[config.mk]
export PLATFORM = sky130hd
export DESIGN_NAME = ict_ctrl
export DESIGN_NICKNAME = d
export VERILOG_FILES = /design/src/design/ict_pkg.sv /design/src/design/ict_ctrl.sv
export SDC_FILE = /design/constraint.sdc
export NUM_CORES = 1
export LEC_CHECK = 0
export BUFFER_PORTS_ARGS = -buffer_cell sky130_fd_sc_hd__buf_2
export CAP_MARGIN = 20
export CORE_AREA = 2 2 39 41
export CTS_BUF_LIST = sky130_fd_sc_hd__clkbuf_4 sky130_fd_sc_hd__clkbuf_8 sky130_fd_sc_hd__clkbuf_16
export DETAILED_ROUTE_END_ITERATION = 7
export DIE_AREA = 0 0 41 43
export GPL_TIMING_DRIVEN = 0
export PLACE_DENSITY = 0.4
export SLEW_MARGIN = 20
export SYNTH_ARGS = -nofsm -noshare
export SYNTH_HDL_FRONTEND = slang
export SYNTH_SLANG_ARGS = --single-unit
[constraint.sdc]
create_clock -name clk -period 2.95 [get_ports clk]
set_input_delay 0.4425 -clock clk [delete_from_list [all_inputs] [get_ports clk]]
set_output_delay 0.4425 -clock clk [all_outputs]
set_load 0.02 [all_outputs]
[src/design/ict_pkg.sv]
package ict_pkg;

    localparam int TABLE_ENTRIES_DEF = 1024;

    localparam logic [1:0] OP_POST    = 2'd0;
    localparam logic [1:0] OP_COLLECT = 2'd1;
    localparam logic [1:0] OP_CLEAR   = 2'd2;

    localparam logic [31:0] ALL_ONES   = 32'hffff_ffff;
    localparam logic [31:0] WAKE_MASK  = 32'h000c_0000;
    localparam logic [31:0] WAKE_FLAG  = 32'h0000_8000;

    typedef struct packed {
        logic [1:0]  op;
        logic [9:0]  entry_index;
        logic [31:0] entry_value;
    } req_t;

    typedef struct packed {
        logic [31:0] cause;
        logic        found;
    } rsp_t;

    typedef struct packed {
        logic post;
        logic walk_start;
        logic walk_step;
        logic sweep_start;
        logic sweep_step;
        logic load_out;
    } cmd_t;

    typedef struct packed {
        logic rd_nonzero;
        logic sweep_last;
    } sts_t;

    function automatic logic [31:0] remap_total(input logic [31:0] total);
        logic [31:0] t;
        t = (total == ALL_ONES) ? 32'd0 : total;
        if ((t & WAKE_MASK) != 32'd0)
        begin
            t = t | WAKE_FLAG;
        end
        return {t[15:8], 16'd0, t[7:0]};
    endfunction

endpackage

[src/design/ict_ctrl.sv]
module ict_ctrl (
    input  logic          clk,
    input  logic          rst_n,
    input  logic          req_valid,
    input  logic [1:0]    op,
    output logic          request_ready,
    output logic          rsp_valid,
    input  logic          rsp_ready,
    input  ict_pkg::sts_t sts,
    output ict_pkg::cmd_t cmd
);
    import ict_pkg::*;

    localparam logic [1:0] ST_SWEEP = 2'd0;
    localparam logic [1:0] ST_IDLE  = 2'd1;
    localparam logic [1:0] ST_WALK  = 2'd2;

    logic [1:0] state_reg;
    logic [1:0] state_next;
    logic       rsp_valid_reg;
    logic       rsp_valid_next;
    logic       accept;
    logic       out_free;

    assign request_ready = (state_reg == ST_IDLE);
    assign accept        = req_valid && request_ready;
    assign out_free      = !rsp_valid_reg || rsp_ready;
    assign rsp_valid     = rsp_valid_reg;

    always_comb
    begin
        cmd             = '0;
        state_next      = state_reg;
        cmd.post        = accept && (op == OP_POST);
        cmd.walk_start  = accept && (op == OP_COLLECT);
        cmd.sweep_start = accept && (op == OP_CLEAR);
        unique case (state_reg)
            ST_IDLE:
            begin
                if (cmd.walk_start)
                begin
                    state_next = ST_WALK;
                end
                else if (cmd.sweep_start)
                begin
                    state_next = ST_SWEEP;
                end
            end
            ST_WALK:
            begin
                // consume nonzero entries; on the first zero wait for a free output slot
                if (sts.rd_nonzero)
                begin
                    cmd.walk_step = 1'b1;
                end
                else if (out_free)
                begin
                    cmd.load_out = 1'b1;
                    state_next   = ST_IDLE;
                end
            end
            ST_SWEEP:
            begin
                cmd.sweep_step = 1'b1;
                if (sts.sweep_last)
                begin
                    state_next = ST_IDLE;
                end
            end
            default:
            begin
                state_next = ST_IDLE;
            end
        endcase
    end

    always_comb
    begin
        rsp_valid_next = rsp_valid_reg;
        if (cmd.load_out)
        begin
            rsp_valid_next = 1'b1;
        end
        else if (rsp_ready)
        begin
            rsp_valid_next = 1'b0;
        end
    end

    always_ff @(posedge clk or negedge rst_n)
    begin
        if (!rst_n)
        begin
            state_reg     <= ST_SWEEP;
            rsp_valid_reg <= 1'b0;
        end
        else
        begin
            state_reg     <= state_next;
            rsp_valid_reg <= rsp_valid_next;
        end
    end

    a_walk_enter: assert property (@(posedge clk) disable iff (!rst_n)
        cmd.walk_start |=> state_reg == ST_WALK)
        else $error("collect did not start a walk");

    a_sweep_exit: assert property (@(posedge clk) disable iff (!rst_n)
        (state_reg == ST_SWEEP) && sts.sweep_last |=> state_reg == ST_IDLE)
        else $error("sweep did not end on last entry");

    a_rsp_source: assert property (@(posedge clk) disable iff (!rst_n)
        $rose(rsp_valid_reg) |-> $past(cmd.load_out))
        else $error("result appeared without a load");

    a_no_overwrite: assert property (@(posedge clk) disable iff (!rst_n)
        cmd.load_out |-> out_free)
        else $error("result register overwritten");

endmodule

==> flow_summary.toml, run 1 <==
[run_status]
outcome = "completed"

[setup_path]
r2r_start = "state_reg[0]"
crit_path_end_kind = "output port"
cp.required_ps = 2510
cp-start-kind = "register"
crit_fanout = 4
r2r-end = "state_reg[0]"
reg2reg_depth = 3
path_class = "register to output port"
cp.arrival_ps = 1260
r2r_slack_ps = 1890

[global_routing]
use_met3 = 0.0785
antenna_found_initial = 0
grt_use_met1 = 0.0841
busiest_layer = "met2"
grt_pass1_wl_um = 779
grt_pass1_vias = 191
grt-ovfl-total = 0
grt_use_met2 = 0.0844
grt_max_degree = 5
track_usage = 0.0744

[cts]
cts_buffer_depth = 2
clkTransAtPathRegs_ps = 30
cts.sinks = 3
htree_levels = 1
cts_buffers = 3
cts_setup_buffers = 0
cts_tree = "built"
clockRootBuffer = "clkbuf_4"
clock_latency_ps = 230

[routing]
drt-initial-drc-count = 1
drtPass1Iterations = 2
wirelength_um = 508
drc = 0
wl_per_cell_um = 8.76
viasPerCell = 3.90
antenna_left = 0
num_vias = 226

[placement]
dp_hpwl_um = 429
globalplace.congestion = 0.615
buffer_ports.inserted = 15
place_inst = 53

[finish]
final_cell_mix = "buf_2, clkbuf_4, nor2_1, dfrtp_1"
drive_above_1_share = 0.571
layout.cells.non_filler = 58
final_util = 0.246
nNetsFinal = 51
n_antenna_cell = 0
layout_commonest_cell = "buf_2"
largest_register_ffs = 2
area_delta_synth_final_pct = 65.9

[worst_hold_path]
min_to = "rsp_valid"
holdPathStages = 2
hp-class = "input port to register"
min_from = "sts[1]"

[sta]
worstMarginPinSlew_ps = 214
maxSlewViolCount = 0
period_needed_ps = 1700
final.setup.tns_ps = 0
skew_ps = 1.64
fmax_ghz = 0.588
hold_viol_final = 0
rsz0062_at_grt = "false"
finalCritPeriodShare = 0.576
setup_viol = 0
relSlewSlack = 0.858

[run]
cap_violations = 0

[yosys]
synth_ff_type = "dfrtp_1"
ys_async_sr_fraction = 1.00
syn_area_per_cell_um2 = 9.33
yosysWarnings = 0
ys_seq_area_frac = 0.366
synth-seq-cells = 3
syn_inst = 22
ys_types = 16
netlist_area_um2 = 205
synth_fp_nets = 30
synth_edf_count = 0

[power]
p_per_area_nw_per_um2 = 537
cellLeakagePower_uw = 0.000190
post-layout-total-power_uw = 183
max-vdd-ir-drop_uv = 178

[floorplanning]
dieArea_um2 = 1760
start_util = 0.148
ios = 16
core_area_um2 = 1380
rows = 14
die_x_um = 41
die_h_um = 43
[critical path, cell delays in order, from the launching register on]
cell and delay [ps]:
dfrtp_1 400, nand2b_2 210, nor3_1 140, buf_4 130, buf_2 140
[report_power, final]
| part | total, µW | switching, µW | internal (µW) | leakage [µW] |
|---|---|---|---|---|
| Clock | 79.0 | 19.3 | 59.7 | 0.0000184 |
| Sequential | 51.1 | 5.31 | 45.8 | 0.0000379 |
| Combinational | 52.8 | 29.0 | 23.8 | 0.000134 |
| Total | 183 | 53.6 | 129 | 0.000190 |
[kinds of logic after synthesis]
kind of cell    share of synthesized area
flops                               0.366
simple gates                        0.390
compound gates                      0.146
buf+inv                            0.0549
xor+xnor                           0.0427
[synthesized netlist by cell type (2+ instances only)]
cell      count  share of area
dfrtp_1       3           0.37
o21bai_1      2          0.073
nor3_1        2          0.049
nor2_1        3          0.055
[worst max-delay path by stage]
| stage | startpoint | to | slack, ps | cells after the start |
|---|---|---|---|---|
| 6_report | state_reg[0] | cmd[0] | 1250 | 4 |
| 5_1_grt | state_reg[0] | cmd[0] | 1120 | 4 |
| 4_1_cts | state_reg[0] | cmd[0] | 1230 | 4 |
| 3_5_place_dp | rsp_ready | cmd[0] | 1450 | 5 |
| 3_3_place_gp | rsp_ready | cmd[0] | 1430 | 5 |
| 2_1_floorplan | state_reg[1] | cmd[5] | 1310 | 3 |
[layer usage]
| layer | routed length (µm) | share of wire | up-vias |
|---|---|---|---|
| met2 | 172 | 0.34 | 16 |
| met1 | 258 | 0.51 | 93 |
| met5 | 0 | 0 | - |
| li1 | - | - | 117 |
| met4 | 0 | 0 | 0 |
| met3 | 77 | 0.15 | 0 |
[repair_timing]
item,CTS,global route
gates resized for setup,0,0
endpoints found under the hold margin,3,0
hold buffers,1,0
[per-stage QoR]
step,cell area [µm²],hold slack (ps),setup slack [ps]
6_report,340,447,1250
2_1_floorplan,205,147,1310
3_3_place_gp,300,244,1430
4_1_cts,340,441,1230
5_1_grt,340,440,1120
3_5_place_dp,300,245,1450
[area by class of cell]
cell class              instances  area (µm²)
repair buffers                 16        85.1
well taps                      16        20.0
clock buffers                   4        30.0
multi-input cells              17         119
flip-flops and latches          3        75.1
plain buffers                   1        7.51
inverters                       1        3.75
fillers                       153        1040
(Power assumes the default switching activity.)
==> inputs of run 2 (changes only) <==
Clock period 2.95 ns to 1.6 ns, I/O delays scaled along.
==> flow_summary.toml, run 2 (synthesized netlist as in run 1, its figures left out) <==
[floorplanning]
start_util = 0.148
rows = 14
die_x_um = 41
core_area_um2 = 1380
dieArea_um2 = 1760
die_h_um = 43
ios = 16

[finish]
layout.cells.non_filler = 58
n_antenna_cell = 0
layout_commonest_cell = "buf_2"
final_cell_mix = "buf_2, clkbuf_4, nor2_1, dfrtp_1, o21bai_1"
fillers = 156
area_delta_synth_final_pct = 68.3
fin_area_um2 = 345
drive_above_1_share = 0.595
largest_register_ffs = 2
nNetsFinal = 51

[routing]
num_vias = 224
wl_per_cell_um = 8.90
antenna_left = 0
drt-initial-drc-count = 1
drtPass1Iterations = 2
wirelength_um = 516
viasPerCell = 3.86
drc = 0

[setup_path]
r2r_slack_ps = 530
r2r-end = "state_reg[0]"
path_class = "register to output port"
crit_fanout = 4
reg2reg_depth = 3
crit_path_end_kind = "output port"
cpMaxStageDelayCell = "dfrtp_1"
max_stage_delay_ps = 440
cp.arrival_ps = 1230
cp-startpoint = "state_reg[1]"
cp.required_ps = 1360
endpoint = "cmd[2]"
crit_chain = "nor2b_4 > nand2_2 > nor3b_2 > buf_2"
cp-start-kind = "register"
r2r_start = "state_reg[0]"

[global_routing]
grt_pass1_vias = 191
grt_pass1_wl_um = 779
grt_max_degree = 5
track_usage = 0.0744
antenna_found_initial = 0
grt-ovfl-total = 0

[cts]
clkTransAtPathRegs_ps = 30
htree_levels = 1
cts_buffers = 3
cts.sinks = 3
cts_setup_buffers = 0
cts_buffer_depth = 2
clockRootBuffer = "clkbuf_4"
clock_latency_ps = 230
cts_tree = "built"

[power]
p_per_area_nw_per_um2 = 977
p_seq_frac = 0.279
intPower_uw = 238
cellLeakagePower_uw = 0.000193
clockPowerShare = 0.432
switching_share = 0.294
pwr-share-comb = 0.290
max-vdd-ir-drop_uv = 329
p_sw_uw = 99.0

[sta]
worstMarginPinSlew_ps = 256
finalCritPeriodShare = 0.920
final.setup.tns_ps = 0
maxSlewViolCount = 0
period_needed_ps = 1470
setup_viol = 0
skew_ps = 1.64
hold_ws_ps = 255
fmax_ghz = 0.679
rsz0062_at_grt = "false"
relSlewSlack = 0.829
hold_viol_final = 0

[placement]
globalplace.congestion = 0.615
detailed_place.area_um2 = 300
place_inst = 53
buffer_ports.inserted = 15
dp_hpwl_um = 429

[run]
cap_violations = 0

[run_status]
outcome = "completed"

[worst_hold_path]
hp-class = "input port to register"
## run 2: cell counts in the layout (fill, tap and decap cells not counted)
No cell type changed its count.
## run 2: per-stage QoR
stage	power [µW]	util	setup slack [ps]
global route	368	0.250	4.24
global placement	191	0.217	348
CTS	346	0.246	84.5
detailed placement	192	0.217	336
floorplan	156	-	162
finish	337	0.250	128
## run 2: per-layer routing
metal	share of wire	GRT usage	wire length, µm
met1	0.49	0.0841	252
met2	0.35	0.0844	181
met3	0.16	0.0785	82
met4	0	0.0400	0
met5	0	0	0
## run 2: cell type report
| cell class | count | area [µm²] | area share |
|---|---|---|---|
| repair buffers | 16 | 85.1 | 0.246 |
| inverters | 1 | 3.75 | 0.0109 |
| flip-flops and latches | 3 | 75.1 | 0.217 |
| plain buffers | 1 | 7.51 | 0.0217 |
| multi-input cells | 17 | 124 | 0.359 |
| well taps | 16 | 20.0 | 0.0580 |
| clock buffers | 4 | 30.0 | 0.0870 |
## run 2: worst min path at each step
stage / from / end / slack (ps) / cells past startpoint
global placement: rst_n / rsp_valid / 40 / 1
global route: sts[0] / state_reg[0] / 240 / 2
detailed placement: rst_n / rsp_valid / 40 / 1
floorplan: rst_n / rsp_valid / -60 / 0
CTS: sts[1] / rsp_valid / 240 / 2
finish: sts[0] / state_reg[0] / 250 / 2
## run 2: power groups by stage
stage | sequential (µW) | combinational, µW | clock, µW
6_report | 94.1 | 97.7 | 146
5_1_grt | 95.7 | 108 | 165
4_1_cts | 94.3 | 98.8 | 153
3_5_place_dp | 95.2 | 96.4 | 0
3_3_place_gp | 94.2 | 96.9 | 0
2_1_floorplan | 93.6 | 62.0 | 0
## run 2: repair_timing
item,4_1_cts,5_1_grt
hold buffers,1,0
endpoints found under the hold margin,3,0
setup endpoints to repair,0,1
resized for setup,0,1
## run 2: worst max-delay path, delay by kind of cell, from the launching register on
| family | cells | cell delay, ps |
|---|---|---|
| buffers and inverters | 1 | 180 |
| AND/OR/NAND/NOR | 3 | 400 |
| flip-flops | 1 | 440 |
==> inputs of run 3 (changes only) <==
Settings changed: CELL_PAD_IN_SITES_DETAIL_PLACEMENT set to 1, CELL_PAD_IN_SITES_GLOBAL_PLACEMENT set to 2, PLACE_DENSITY 0.4 to 0.65.
==> flow_summary.toml, run 3 (synthesized netlist as in run 1, its figures left out) <==
[run_status]
outcome = "completed"

[floorplanning]
die_h_um = 43
start_util = 0.148
dieArea_um2 = 1760
core_area_um2 = 1380
ios = 16
die_x_um = 41
rows = 14

[sta]
fmax_ghz = 0.675
final.setup.tns_ps = 0
hold_viol_final = 0
finalCritPeriodShare = 0.925
skew_ps = 1.05
period_needed_ps = 1480
setup_viol = 0
rsz0062_at_grt = "false"
relSlewSlack = 0.834
worstMarginPinSlew_ps = 249
maxSlewViolCount = 0

[finish]
area_delta_synth_final_pct = 68.3
fillers = 178
final_util = 0.250
drive_above_1_share = 0.595
multi_input_area_um2 = 124
n_antenna_cell = 0
register_area_um2 = 75.1
largest_register_ffs = 2
final_cell_mix = "buf_2, clkbuf_4, nor2_1, dfrtp_1, o21bai_1"
layout_commonest_cell = "buf_2"
nNetsFinal = 51

[run]
cap_violations = 0

[placement]
dp_hpwl_um = 421
buffer_ports.inserted = 15
globalplace.congestion = 0.652

[setup_path]
r2r-end = "state_reg[0]"
path_class = "register to output port"
cpMaxStageDelayCell = "dfrtp_1"
r2r_slack_ps = 540
cp.arrival_ps = 1240
cp-startpoint = "state_reg[1]"
max_stage_delay_ps = 430
crit_chain = "nor2b_4 > nand2_2 > nor3b_2 > buf_2"
cp.required_ps = 1360
crit_fanout = 4
r2r_start = "state_reg[0]"
reg2reg_depth = 3
crit_path_end_kind = "output port"
cp-start-kind = "register"

[global_routing]
antenna_found_initial = 0
grt-ovfl-total = 0
track_usage = 0.0775
grt_pass1_wl_um = 855
grt_pass1_vias = 230
grt_max_degree = 5

[routing]
num_vias = 228
drtPass1Iterations = 1
viasPerCell = 3.93
antenna_left = 0
wl_per_cell_um = 9.00
drc = 0
drt-initial-drc-count = 0
wirelength_um = 522

[worst_hold_path]
hp-class = "input port to register"
min_from = "sts[1]"
min_to = "rsp_valid"
holdPathStages = 2

[power]
p_per_area_nw_per_um2 = 983
max-vdd-ir-drop_uv = 206
cellLeakagePower_uw = 0.000193

[cts]
clockRootBuffer = "clkbuf_4"
clock_latency_ps = 230
htree_levels = 1
cts_buffers = 3
cts_tree = "built"
cts_buffer_depth = 2
cts_setup_buffers = 0
cts.sinks = 3
clkTransAtPathRegs_ps = 40
## run 3: power breakdown
group	total (µW)	switching [µW]	internal, µW
sequential	93.7	9.32	84.4
clock	148	37.8	110
combinational	97.8	53.9	43.9
## run 3: worst max-delay path: cells and delay by family (launching register included)
family / cells / cell delay [ps]
buffers and inverters: 1 / 180
AND/OR/NAND/NOR: 3 / 390
flip-flops: 1 / 430
## run 3: through the flow
step                setup slack (ps)  cell area [µm²]  hold WS [ps]  total power [µW]  instances
finish                           119              345           254               340         58
global route                    34.4              345           257               364         58
CTS                             69.0              340           234               347         58
detailed placement               320              300          37.9               190         53
global placement                 349              300          38.8               191         53
floorplan                        162              205         -55.6               156         22
## run 3: how the worst max path moves through the flow
stage | end | cells after the start
after floorplan | cmd[5] | 3
after global placement | cmd[0] | 4
after detailed placement | cmd[0] | 4
after CTS | cmd[0] | 4
after global routing | cmd[5] | 4
final | cmd[2] | 4
## run 3: layout make-up
cell class                      instances  share of cell area
Buffer                                  1              0.0217
Clock buffer                            4              0.0870
Inverter                                1              0.0109
Multi-Input combinational cell         17               0.359
Sequential cell                         3               0.217
Tap cell                               16              0.0580
Timing Repair Buffer                   16               0.246
## run 3: per-layer routing
metal | routed length [µm] | vias to the layer above | track usage | share of wire
met2 | 241 | 13 | 0.0969 | 0.46
met3 | 60 | 0 | 0.0314 | 0.11
li1 | - | 114 | - | -
met1 | 220 | 101 | 0.0809 | 0.42
met4 | 0 | 0 | 0.100 | 0
met5 | 0 | - | 0 | 0
## run 3: repair_timing
| item | 4_1_cts | 5_1_grt |
|---|---|---|
| hold buffers | 1 | 0 |
| hold endpoints to repair | 3 | 0 |
| setup endpoints to repair | 0 | 1 |
| resized for setup | 0 | 1 |
